===== src/rtl/rsh_pkg.sv =====
// Package with types, constants and helper functions of the spherical harmonic evaluator.
package rsh_pkg;

    // Field widths.
    localparam int DIR_W      = 16;
    localparam int VAL_W      = 18;
    localparam int DEG_W      = 3;
    localparam int ORD_W      = 4;
    localparam int CFG_IDX_W  = 1;
    localparam int CFG_DATA_W = 4;

    localparam int MAX_DEGREE_DEF = 4;

    // Number of pipeline stages from the input register to the output register.
    localparam int NSTG = 7;

    // Internal datapath widths.
    localparam int SQ_W    = 32;            // squares and pair products, Q28
    localparam int COMB_W  = 38;            // polynomial factors before rounding
    localparam int RND7_W  = COMB_W - 6;    // factor rounded from Q28 to Q21
    localparam int OPA_W   = 25;            // first multiplier operand
    localparam int OPB_W   = 34;            // second multiplier operand
    localparam int PROD_W  = OPA_W + OPB_W; // full lane product
    localparam int PRND_W  = 45;            // lane product rounded to Q28
    localparam int SUM_W   = 47;            // polynomial sum
    localparam int POLY_W  = 34;            // clamped polynomial
    localparam int COEF_W  = 23;            // Q20 coefficient
    localparam int FIN_W   = COEF_W + POLY_W;
    localparam int IDX_W   = 6;

    localparam logic signed [COMB_W-1:0] ONE_Q28 = COMB_W'(268435456);

    // Configuration register indexes.
    localparam logic [CFG_IDX_W-1:0] CFG_DEGREE = 1'b0;
    localparam logic [CFG_IDX_W-1:0] CFG_ORDER  = 1'b1;

    // Basis function codes: degree * 9 + order + 4.
    localparam logic [IDX_W-1:0] SH_Y00  = 6'd4;
    localparam logic [IDX_W-1:0] SH_Y1N1 = 6'd12;
    localparam logic [IDX_W-1:0] SH_Y10  = 6'd13;
    localparam logic [IDX_W-1:0] SH_Y1P1 = 6'd14;
    localparam logic [IDX_W-1:0] SH_Y2N2 = 6'd20;
    localparam logic [IDX_W-1:0] SH_Y2N1 = 6'd21;
    localparam logic [IDX_W-1:0] SH_Y20  = 6'd22;
    localparam logic [IDX_W-1:0] SH_Y2P1 = 6'd23;
    localparam logic [IDX_W-1:0] SH_Y2P2 = 6'd24;
    localparam logic [IDX_W-1:0] SH_Y3N3 = 6'd28;
    localparam logic [IDX_W-1:0] SH_Y3N2 = 6'd29;
    localparam logic [IDX_W-1:0] SH_Y3N1 = 6'd30;
    localparam logic [IDX_W-1:0] SH_Y30  = 6'd31;
    localparam logic [IDX_W-1:0] SH_Y3P1 = 6'd32;
    localparam logic [IDX_W-1:0] SH_Y3P2 = 6'd33;
    localparam logic [IDX_W-1:0] SH_Y3P3 = 6'd34;
    localparam logic [IDX_W-1:0] SH_Y4N4 = 6'd36;
    localparam logic [IDX_W-1:0] SH_Y4N3 = 6'd37;
    localparam logic [IDX_W-1:0] SH_Y4N2 = 6'd38;
    localparam logic [IDX_W-1:0] SH_Y4N1 = 6'd39;
    localparam logic [IDX_W-1:0] SH_Y40  = 6'd40;
    localparam logic [IDX_W-1:0] SH_Y4P1 = 6'd41;
    localparam logic [IDX_W-1:0] SH_Y4P2 = 6'd42;
    localparam logic [IDX_W-1:0] SH_Y4P3 = 6'd43;
    localparam logic [IDX_W-1:0] SH_Y4P4 = 6'd44;
    localparam logic [IDX_W-1:0] SH_NONE = 6'd63;

    typedef struct packed {
        logic signed [DIR_W-1:0] dir_x;
        logic signed [DIR_W-1:0] dir_y;
        logic signed [DIR_W-1:0] dir_z;
    } dir_item_t;

    typedef struct packed {
        logic signed [VAL_W-1:0] basis_value;
        logic                    bad_order;
    } basis_res_t;

    // Rounds a Q28 value to Q21, to nearest with ties away from zero.
    function automatic logic signed [RND7_W-1:0] rnd7(input logic signed [COMB_W-1:0] v);
        logic [COMB_W:0] mag;
        logic [COMB_W:0] r;
        mag = v[COMB_W-1] ? ((COMB_W+1)'(0) - {v[COMB_W-1], v}) : {v[COMB_W-1], v};
        r = (mag + (COMB_W+1)'(64)) >> 7;
        if (v[COMB_W-1])
        begin
            r = (COMB_W+1)'(0) - r;
        end
        return $signed(r[RND7_W-1:0]);
    endfunction

    // Q20 normalization constant of each basis function.
    function automatic logic signed [COEF_W-1:0] coef_of(input logic [IDX_W-1:0] idx);
        logic signed [COEF_W-1:0] c;
        case (idx)
            SH_Y00:  c = 23'sd295798;
            SH_Y1N1: c = -23'sd512337;
            SH_Y10:  c = 23'sd512337;
            SH_Y1P1: c = -23'sd512337;
            SH_Y2N2: c = 23'sd1145620;
            SH_Y2N1: c = -23'sd1145620;
            SH_Y20:  c = 23'sd330712;
            SH_Y2P1: c = -23'sd1145620;
            SH_Y2P2: c = 23'sd572810;
            SH_Y3N3: c = -23'sd618706;
            SH_Y3N2: c = 23'sd3031025;
            SH_Y3N1: c = -23'sd479247;
            SH_Y30:  c = 23'sd391303;
            SH_Y3P1: c = -23'sd479247;
            SH_Y3P2: c = 23'sd1515513;
            SH_Y3P3: c = -23'sd618706;
            SH_Y4N4: c = 23'sd2624945;
            SH_Y4N3: c = -23'sd1856117;
            SH_Y4N2: c = 23'sd992136;
            SH_Y4N1: c = -23'sd701547;
            SH_Y40:  c = 23'sd110925;
            SH_Y4P1: c = -23'sd701547;
            SH_Y4P2: c = 23'sd496068;
            SH_Y4P3: c = -23'sd1856117;
            SH_Y4P4: c = 23'sd656237;
            default: c = '0;
        endcase
        return c;
    endfunction

endpackage


===== src/rtl/rsh_lane.sv =====
// Two-stage multiplier lane: registered product, then rounding from Q42 to Q28.
module rsh_lane
    import rsh_pkg::*;
(
    input  logic                     clk,
    input  logic                     mul_en,
    input  logic                     rnd_en,
    input  logic signed [OPA_W-1:0]  op_a,
    input  logic signed [OPB_W-1:0]  op_b,
    output logic signed [PRND_W-1:0] prod_rnd
);

    logic signed [PROD_W-1:0] prod_reg;
    logic signed [PROD_W-1:0] prod_next;
    logic signed [PRND_W-1:0] rnd_reg;
    logic signed [PRND_W-1:0] rnd_next;
    logic [PROD_W:0]          mag;
    logic [PROD_W:0]          r;

    assign prod_next = PROD_W'(op_a) * PROD_W'(op_b);

    // Round half away from zero by working on the magnitude.
    always_comb
    begin
        mag = prod_reg[PROD_W-1] ? ((PROD_W+1)'(0) - {prod_reg[PROD_W-1], prod_reg})
                                 : {prod_reg[PROD_W-1], prod_reg};
        r = (mag + (PROD_W+1)'(8192)) >> 14;
        if (prod_reg[PROD_W-1])
        begin
            r = (PROD_W+1)'(0) - r;
        end
        rnd_next = $signed(r[PRND_W-1:0]);
    end

    always_ff @(posedge clk)
    begin
        if (mul_en)
        begin
            prod_reg <= prod_next;
        end
        if (rnd_en)
        begin
            rnd_reg <= rnd_next;
        end
    end

    assign prod_rnd = rnd_reg;

endmodule


===== src/rtl/real_sph_harmonic_eval.sv =====
// Top level of the real spherical harmonic evaluator for degrees 0 to 4.
// Usage: write the band with index CFG_DEGREE and the order with index
// CFG_ORDER on the configuration channel (cfg_valid/cfg_ready, always ready)
// while no transaction is in flight. Then stream unit directions as Q1.14
// triples on the item channel (item_valid/item_stall). Each accepted
// transaction yields exactly one result transaction on the result channel
// (result_valid/result_stall): the basis value in Q1.16, saturated, and a
// bad_order flag that is set, with a zero value, when the order lies outside
// minus degree to degree or the degree exceeds MAX_DEGREE.
// The datapath is a seven-stage pipeline: squares and pair products, factor
// selection and rounding, lane multiply, lane rounding, sum and clamp,
// coefficient multiply, final rounding and saturation. One item enters in
// every cycle in which item_stall is low, and each of the two multiplier
// lanes takes a new operand pair in every cycle in which its stage advances.
// When the receiver stalls, valid bits hold in place and empty stages ahead
// of the stall still fill, so item_stall only rises once every stage is full.
// Reset clears all valid bits and the configuration (degree 0, order 0).
module real_sph_harmonic_eval
    import rsh_pkg::*;
#(
    parameter int MAX_DEGREE = MAX_DEGREE_DEF
)
(
    input  logic                  clk,
    input  logic                  rst_n,
    input  logic                  item_valid,
    output logic                  item_stall,
    input  dir_item_t             item,
    output logic                  result_valid,
    input  logic                  result_stall,
    output basis_res_t            result,
    input  logic                  cfg_valid,
    output logic                  cfg_ready,
    input  logic [CFG_IDX_W-1:0]  cfg_index,
    input  logic [CFG_DATA_W-1:0] cfg_data
);

    // Configuration registers.
    logic [DEG_W-1:0]        degree_reg;
    logic [DEG_W-1:0]        degree_next;
    logic signed [ORD_W-1:0] order_reg;
    logic signed [ORD_W-1:0] order_next;

    // Pipeline control: one valid bit per stage and an advance chain.
    logic [NSTG-1:0] vld_reg;
    logic [NSTG-1:0] vld_next;
    logic [NSTG:0]   adv;

    // Decoded basis function; the user keeps it stable while transactions are in flight (not enforced).
    logic             ok;
    logic [IDX_W-1:0] idx;
    logic             band4;

    // Stage 1: inputs and their squares and pair products.
    logic signed [DIR_W-1:0] x_reg, y_reg, z_reg;
    logic signed [SQ_W-1:0]  x2_reg, y2_reg, z2_reg, xy_reg, yz_reg, xz_reg;
    logic signed [SQ_W-1:0]  xw, yw, zw;
    logic signed [SQ_W-1:0]  x2_next, y2_next, z2_next, xy_next, yz_next, xz_next;

    // Stage 2: multiplier operands.
    logic signed [COMB_W-1:0] t_x2, t_y2, t_z2;
    logic signed [COMB_W-1:0] c_xmy, c_3xmy, c_xm3y, c_ym3x;
    logic signed [COMB_W-1:0] c_4z, c_2z3, c_2z, c_7z1, c_7z3, c_35z;
    logic signed [COMB_W-1:0] fa, fb, fc, fd;
    logic signed [RND7_W-1:0] ra, rb, rc, rd;
    logic signed [OPA_W-1:0]  opa_reg, opc_reg, opa_next, opc_next;
    logic signed [OPB_W-1:0]  opb_reg, opd_reg, opb_next, opd_next;

    // Stages 3 and 4 live in the lanes.
    logic signed [PRND_W-1:0] pa, pb;

    // Stage 5: polynomial value, clamped.
    logic signed [SUM_W-1:0]  sum;
    logic signed [POLY_W-1:0] poly_reg, poly_next;

    // Stage 6: coefficient product.
    logic signed [FIN_W-1:0] fin_reg, fin_next;

    // Stage 7: output register.
    basis_res_t       result_reg, result_next;
    logic [FIN_W:0]   fmag;
    logic [FIN_W:0]   fr;

    assign cfg_ready = 1'b1;

    always_comb
    begin
        degree_next = degree_reg;
        order_next  = order_reg;
        if (cfg_valid && cfg_ready)
        begin
            unique case (cfg_index)
                CFG_DEGREE: degree_next = cfg_data[DEG_W-1:0];
                CFG_ORDER:  order_next  = $signed(cfg_data[ORD_W-1:0]);
            endcase
        end
    end

    always_ff @(posedge clk or negedge rst_n)
    begin
        if (!rst_n)
        begin
            degree_reg <= '0;
            order_reg  <= '0;
        end
        else
        begin
            degree_reg <= degree_next;
            order_reg  <= order_next;
        end
    end

    // The pair is evaluable when degree is in range and the order lies
    // within the band. Otherwise the code selects no polynomial and no
    // coefficient, so the result comes out as zero.
    always_comb
    begin
        ok = (int'(degree_reg) <= MAX_DEGREE)
             && (int'(order_reg) <= int'(degree_reg))
             && (-int'(order_reg) <= int'(degree_reg));
        idx = ok ? IDX_W'(int'(degree_reg) * 9 + int'(order_reg) + 4) : SH_NONE;
        band4 = ok && (int'(degree_reg) == 4);
    end

    // A stage moves forward when it is empty or the stage after it moves.
    always_comb
    begin
        adv[NSTG] = !result_stall;
        for (int k = NSTG - 1; k >= 0; k--)
        begin
            adv[k] = !vld_reg[k] || adv[k+1];
        end
        for (int k = 0; k < NSTG; k++)
        begin
            if (adv[k])
            begin
                vld_next[k] = (k == 0) ? item_valid : vld_reg[(k == 0) ? 0 : k - 1];
            end
            else
            begin
                vld_next[k] = vld_reg[k];
            end
        end
    end

    always_ff @(posedge clk or negedge rst_n)
    begin
        if (!rst_n)
        begin
            vld_reg <= '0;
        end
        else
        begin
            vld_reg <= vld_next;
        end
    end

    assign item_stall   = !adv[0];
    assign result_valid = vld_reg[NSTG-1];

    // Stage 1: all six second-order monomials, exact in Q28.
    always_comb
    begin
        xw = SQ_W'(item.dir_x);
        yw = SQ_W'(item.dir_y);
        zw = SQ_W'(item.dir_z);
        x2_next = xw * xw;
        y2_next = yw * yw;
        z2_next = zw * zw;
        xy_next = xw * yw;
        yz_next = yw * zw;
        xz_next = xw * zw;
    end

    always_ff @(posedge clk)
    begin
        if (adv[0])
        begin
            x_reg  <= item.dir_x;
            y_reg  <= item.dir_y;
            z_reg  <= item.dir_z;
            x2_reg <= x2_next;
            y2_reg <= y2_next;
            z2_reg <= z2_next;
            xy_reg <= xy_next;
            yz_reg <= yz_next;
            xz_reg <= xz_next;
        end
    end

    // Stage 2: pick the two factors of the polynomial. Bands 0 and 2 use a
    // factor of 2^14 and band 1 a factor of 2^28, so that the lane rounding
    // leaves the value exact; band 3 multiplies a raw coordinate by a Q28
    // term; band 4 rounds both Q28 factors to Q21 first. The second lane only
    // serves Y(4,4), whose subtracted product is formed with a negated factor.
    always_comb
    begin
        t_x2 = COMB_W'(x2_reg);
        t_y2 = COMB_W'(y2_reg);
        t_z2 = COMB_W'(z2_reg);
        c_xmy  = t_x2 - t_y2;
        c_3xmy = 3 * t_x2 - t_y2;
        c_xm3y = t_x2 - 3 * t_y2;
        c_ym3x = t_y2 - 3 * t_x2;
        c_4z   = 4 * t_z2 - t_x2 - t_y2;
        c_2z3  = 2 * t_z2 - 3 * t_x2 - 3 * t_y2;
        c_2z   = 2 * t_z2 - t_x2 - t_y2;
        c_7z1  = 7 * t_z2 - ONE_Q28;
        c_7z3  = 7 * t_z2 - 3 * ONE_Q28;
        c_35z  = 35 * t_z2 - 30 * ONE_Q28;

        fa = '0;
        fb = '0;
        fc = '0;
        fd = '0;
        unique case (idx)
            SH_Y00:  begin fa = COMB_W'(16384);  fb = ONE_Q28;             end
            SH_Y1N1: begin fa = COMB_W'(y_reg);  fb = ONE_Q28;             end
            SH_Y10:  begin fa = COMB_W'(z_reg);  fb = ONE_Q28;             end
            SH_Y1P1: begin fa = COMB_W'(x_reg);  fb = ONE_Q28;             end
            SH_Y2N2: begin fa = COMB_W'(16384);  fb = COMB_W'(xy_reg);     end
            SH_Y2N1: begin fa = COMB_W'(16384);  fb = COMB_W'(yz_reg);     end
            SH_Y20:  begin fa = COMB_W'(16384);  fb = c_2z;                end
            SH_Y2P1: begin fa = COMB_W'(16384);  fb = COMB_W'(xz_reg);     end
            SH_Y2P2: begin fa = COMB_W'(16384);  fb = c_xmy;               end
            SH_Y3N3: begin fa = COMB_W'(y_reg);  fb = c_3xmy;              end
            SH_Y3N2: begin fa = COMB_W'(z_reg);  fb = COMB_W'(xy_reg);     end
            SH_Y3N1: begin fa = COMB_W'(y_reg);  fb = c_4z;                end
            SH_Y30:  begin fa = COMB_W'(z_reg);  fb = c_2z3;               end
            SH_Y3P1: begin fa = COMB_W'(x_reg);  fb = c_4z;                end
            SH_Y3P2: begin fa = COMB_W'(z_reg);  fb = c_xmy;               end
            SH_Y3P3: begin fa = COMB_W'(x_reg);  fb = c_xm3y;              end
            SH_Y4N4: begin fa = COMB_W'(xy_reg); fb = c_xmy;               end
            SH_Y4N3: begin fa = COMB_W'(yz_reg); fb = c_3xmy;              end
            SH_Y4N2: begin fa = COMB_W'(xy_reg); fb = c_7z1;               end
            SH_Y4N1: begin fa = COMB_W'(yz_reg); fb = c_7z3;               end
            SH_Y40:  begin fa = t_z2;            fb = c_35z;               end
            SH_Y4P1: begin fa = COMB_W'(xz_reg); fb = c_7z3;               end
            SH_Y4P2: begin fa = c_xmy;           fb = c_7z1;               end
            SH_Y4P3: begin fa = COMB_W'(xz_reg); fb = c_xm3y;              end
            SH_Y4P4:
            begin
                fa = t_x2;
                fb = c_xm3y;
                fc = t_y2;
                fd = c_ym3x;
            end
            default: begin fa = '0; fb = '0; end
        endcase

        ra = rnd7(fa);
        rb = rnd7(fb);
        rc = rnd7(fc);
        rd = rnd7(fd);
        opa_next = band4 ? ra[OPA_W-1:0] : fa[OPA_W-1:0];
        opb_next = band4 ? rb[OPB_W-1:0] : fb[OPB_W-1:0];
        opc_next = rc[OPA_W-1:0];
        opd_next = rd[OPB_W-1:0];
    end

    always_ff @(posedge clk)
    begin
        if (adv[1])
        begin
            opa_reg <= opa_next;
            opb_reg <= opb_next;
            opc_reg <= opc_next;
            opd_reg <= opd_next;
        end
    end

    // Stages 3 and 4: two multiplier lanes with rounding to Q28.
    rsh_lane u_lane_a (
        .clk      (clk),
        .mul_en   (adv[2]),
        .rnd_en   (adv[3]),
        .op_a     (opa_reg),
        .op_b     (opb_reg),
        .prod_rnd (pa)
    );

    rsh_lane u_lane_b (
        .clk      (clk),
        .mul_en   (adv[2]),
        .rnd_en   (adv[3]),
        .op_a     (opc_reg),
        .op_b     (opd_reg),
        .prod_rnd (pb)
    );

    // Stage 5: sum the lanes, add the constant term of Y(4,0), and clamp.
    // Every coefficient is at least 110925 in magnitude, so any polynomial
    // beyond 2^33 saturates the output, and clamping it there changes
    // nothing in the result.
    always_comb
    begin
        sum = SUM_W'(pa) + SUM_W'(pb)
              + ((idx == SH_Y40) ? SUM_W'(3 * ONE_Q28) : SUM_W'(0));
        if (sum > SUM_W'((64'sd1 <<< (POLY_W - 1)) - 64'sd1))
        begin
            poly_next = {1'b0, {(POLY_W-1){1'b1}}};
        end
        else if (sum < -SUM_W'(64'sd1 <<< (POLY_W - 1)))
        begin
            poly_next = {1'b1, {(POLY_W-1){1'b0}}};
        end
        else
        begin
            poly_next = sum[POLY_W-1:0];
        end
    end

    always_ff @(posedge clk)
    begin
        if (adv[4])
        begin
            poly_reg <= poly_next;
        end
    end

    // Stage 6: coefficient times polynomial, Q48.
    assign fin_next = FIN_W'(coef_of(idx)) * FIN_W'(poly_reg);

    always_ff @(posedge clk)
    begin
        if (adv[5])
        begin
            fin_reg <= fin_next;
        end
    end

    // Stage 7: round Q48 to Q16, half away from zero, then saturate.
    always_comb
    begin
        fmag = fin_reg[FIN_W-1] ? ((FIN_W+1)'(0) - {fin_reg[FIN_W-1], fin_reg})
                                : {fin_reg[FIN_W-1], fin_reg};
        fr = (fmag + ((FIN_W+1)'(1) << 31)) >> 32;
        if (!fin_reg[FIN_W-1])
        begin
            if (fr > (FIN_W+1)'(131071))
            begin
                result_next.basis_value = VAL_W'(131071);
            end
            else
            begin
                result_next.basis_value = $signed(fr[VAL_W-1:0]);
            end
        end
        else
        begin
            if (fr > (FIN_W+1)'(131072))
            begin
                result_next.basis_value = -VAL_W'(131072);
            end
            else
            begin
                result_next.basis_value = $signed(VAL_W'(0) - fr[VAL_W-1:0]);
            end
        end
        result_next.bad_order = !ok;
    end

    always_ff @(posedge clk)
    begin
        if (adv[6])
        begin
            result_reg <= result_next;
        end
    end

    assign result = result_reg;

endmodule


===== config.mk =====
export PLATFORM = sky130hd
export DESIGN_NAME = real_sph_harmonic_eval
export DESIGN_NICKNAME = d
export VERILOG_FILES = /design/src/rtl/rsh_pkg.sv /design/src/rtl/rsh_lane.sv /design/src/rtl/real_sph_harmonic_eval.sv
export SDC_FILE = /design/constraint.sdc
export NUM_CORES = 1
export LEC_CHECK = 0
export BUFFER_PORTS_ARGS = -buffer_cell sky130_fd_sc_hd__buf_2
export CAP_MARGIN = 10
export CORE_UTILIZATION = 40
export DETAILED_ROUTE_END_ITERATION = 10
export REMOVE_ABC_BUFFERS = 1
export SLEW_MARGIN = 20
export SYNTH_ARGS = -nofsm -noshare
export SYNTH_HDL_FRONTEND = slang
export SYNTH_SLANG_ARGS = --single-unit

===== constraint.sdc =====
create_clock -name clk -period 9.95 [get_ports clk]
set_input_delay 0 -clock clk [delete_from_list [all_inputs] [get_ports clk]]
set_output_delay 0 -clock clk [all_outputs]
set_load 0.03 [all_outputs]

==> impl_metrics.py <==
metrics = {
    "timing": {
        "finalMaxSlewViolations": 0,
        "skew_ps": 9.04,
        "hold_viol": 0,
        "slew_headroom_pct": 36.2,
        "fin_crit_ps": 9620,
        "setup_viol": 0,
        "fmax_mhz": 104,
        "tightest_slew_ps": 950,
        "final.period_utilization_pct": 96.7,
        "whs_ps": 58.4,
    },
    "logic_synthesis": {
        "async_flop_share_pct": 15.6,
        "synth_top_area_cell": "fa_1",
        "ys_warn_count": 0,
        "synth_edf_count": 76,
        "yosysSeqAreaShare_pct": 16.3,
        "synth.top_cells.by_area": "fa_1 (21%), ha_1 (18%), edfxtp_1 (14%), inv_1 (7.0%), xnor2_1 (4.7%)",
        "synthesis.area_sq_mm": 0.0161,
        "netlist_instances": 1766,
        "post-synth-top-area-fraction_pct": 20.8,
        "synth-seq-cells": 90,
        "syn_avg_cell_area_sq_um": 9.12,
        "yosys_most_used_dff": "edfxtp_1",
        "synth.distinct_cells": 87,
    },
    "final_layout": {
        "diodes": 0,
        "largest_reg_flops": 57,
        "finalInstanceArea_sq_mm": 0.0198,
        "area_growth_pct": 23.2,
        "stdcell_count": 2568,
        "final_nets": 2497,
        "final_cell_mix": "inv_1 (286), buf_4 (267), ha_1 (220)",
        "fin_util_pct": 49.9,
        "drive_gt1_share_pct": 23.2,
        "mostFrequentLayoutCell": "inv_1",
    },
    "cts": {
        "clockBufferDepth": 2,
        "cts_tree": "built",
        "root_buffer": "clkbuf_16",
        "htreeDepth": 3,
        "cts.sinks": 90,
        "cts_inserted_buffers": 9,
        "insertion_delay_ps": 370,
        "path_clk_slew_ps": 70,
    },
    "setup_path": {
        "path_class": "reg -> reg",
        "critical_path_peak_fanout": 7,
        "slowest_delay_ps": 710,
        "cp-start-kind": "flop",
        "required_ps": 10060,
        "cp_common_cell": "fa_1",
        "cp-end-kind": "flop",
        "critical_path_arrival_ps": 9730,
        "cp_slowest_cell": "fa_2",
    },
    "global_routing": {
        "overflow": 0,
        "grt_antenna_before_repair": 0,
        "grt_pass1_wl_um": 67000,
        "grt_pass1_vias": 13100,
        "grtUsageTotal_pct": 20.2,
        "grt_start_max_net_pins": 63,
    },
    "placed_design": {
        "dpl_cell_area_sq_mm": 0.0186,
        "io_buffers": 30,
        "dp_hpwl_um": 34200,
        "place.gp.congestion": 0.894,
        "dp_cells": 2522,
    },
    "job": {
        "drv_cap": 0,
    },
    "detailed_routing": {
        "totalWireLength_um": 41400,
        "drt_iter0_markers": 776,
        "drc": 2,
        "postRouteAntennaNets": 0,
        "routedWlPerCell_um": 16.1,
        "num_vias": 13200,
        "dr.pass1.iters": 8,
        "avgViaCountPerCell": 5.16,
    },
    "min_path": {
        "hold_path.class": "in -> reg",
    },
    "floorplan": {
        "initial_core_util_pct": 40.5,
        "die_h_um": 203,
        "die_area_sq_mm": 0.0411,
        "core_area_sq_mm": 0.0397,
        "die-width_um": 203,
        "ios": 80,
        "rows": 73,
    },
    "status": {
        "outcome": "finished, violations left",
        "violations": "design-rule violations",
    },
}
-- layer usage --
metal | up-vias | wire length [um] | share of wire, % | track usage [%]
li1 | 6555 | - | - | -
met1 | 6386 | 19900 | 48 | 29.2
met2 | 263 | 19700 | 47 | 32.5
met3 | 39 | 1370 | 3.3 | 1.70
met4 | 0 | 546 | 1.3 | 5.10
met5 | - | 0 | 0 | 0
-- cell type report --
| class | instances | area, sq um |
|---|---|---|
| Inverter | 303 | 1140 |
| Multi-Input combinational cell | 1312 | 12600 |
| Sequential cell | 90 | 2630 |
| Clock inverter | 7 | 68.8 |
| Timing Repair Buffer | 322 | 2490 |
| Tap cell | 525 | 657 |
| Fill cell | 3719 | 19900 |
| Clock buffer | 9 | 225 |
-- final timing paths --
check,cells after the start,slack [ps],to,from
min in group asynchronous,2,80,order_reg[2],rst_n
max,40,330,fin_reg[56],order_reg[1]
min,3,60,degree_reg[0],cfg_index
max reg2reg,40,330,fin_reg[56],order_reg[1]
max in group asynchronous,2,9590,vld_reg[5],rst_n
min reg2reg,2,440,vld_reg[1],vld_reg[0]
-- cells in the mapped netlist, types with 4 or more instances --
library cell,instances
a22oi_1,4
a221oi_1,4
mux2i_1,10
xnor2_1,86
o21a_1,10
and2_1,8
o31ai_1,8
nand4_1,14
and3_1,15
a22o_1,7
nand2b_1,21
a31oi_1,23
o21ai_0,72
nor3_1,26
fa_1,167
o22ai_1,11
a211oi_1,8
a21o_1,61
xor2_1,44
ha_1,234
nand2_1,105
nor2b_1,21
nor2_1,90
clkbuf_1,44
mux2_2,8
nor4_1,16
dfrtp_1,14
buf_1,4
or2_2,9
buf_2,7
nand3_1,28
nand4b_1,4
inv_1,301
a221oi_2,6
edfxtp_1,76
a21oi_1,103
o211ai_1,6
or4_1,4
o221ai_1,5
or3_1,10
-- logic make-up after synthesis --
| kind of cell | count (synthesis) | share of synthesized area, % |
|---|---|---|
| AO/OA/AOI/OAI | 372 | 15.5 |
| XOR/XNOR | 130 | 7.07 |
| adder cells (fa/ha/maj) | 402 | 39.0 |
| buffers and inverters | 364 | 8.73 |
| flip-flops | 90 | 16.3 |
| multiplexers | 18 | 1.18 |
| other | 1 | 0.0233 |
| AND/OR/NAND/NOR | 389 | 12.1 |
-- critical path, delay by kind of cell, from the launching register on --
family	cells	cell delay [ps]
fa+ha+maj	11	5020
compound gates	9	1710
buf+inv	11	1030
simple gates	6	770
xor+xnor	3	440
flops	1	380
-- what timing repair did --
action,in CTS,in global routing
endpoints found under the hold margin,22,0
setup buffers,2,16
pin swaps,11,57
gates resized for setup,34,114
cloned,0,2
endpoints found under the setup margin,14,23
hold buffers,10,0
-- stage by stage --
stage | setup TNS, ps | setup slack [ps]
6_report | 0 | 326
5_1_grt | -149 | -72.8
4_1_cts | -0.829 | -0.829
3_5_place_dp | -2450 | -338
3_3_place_gp | -1640 | -262
2_1_floorplan | -35140 | -1550
Power is not shown: default switching activity piles up to over one toggle a cycle in this logic, so the estimate is an artifact.
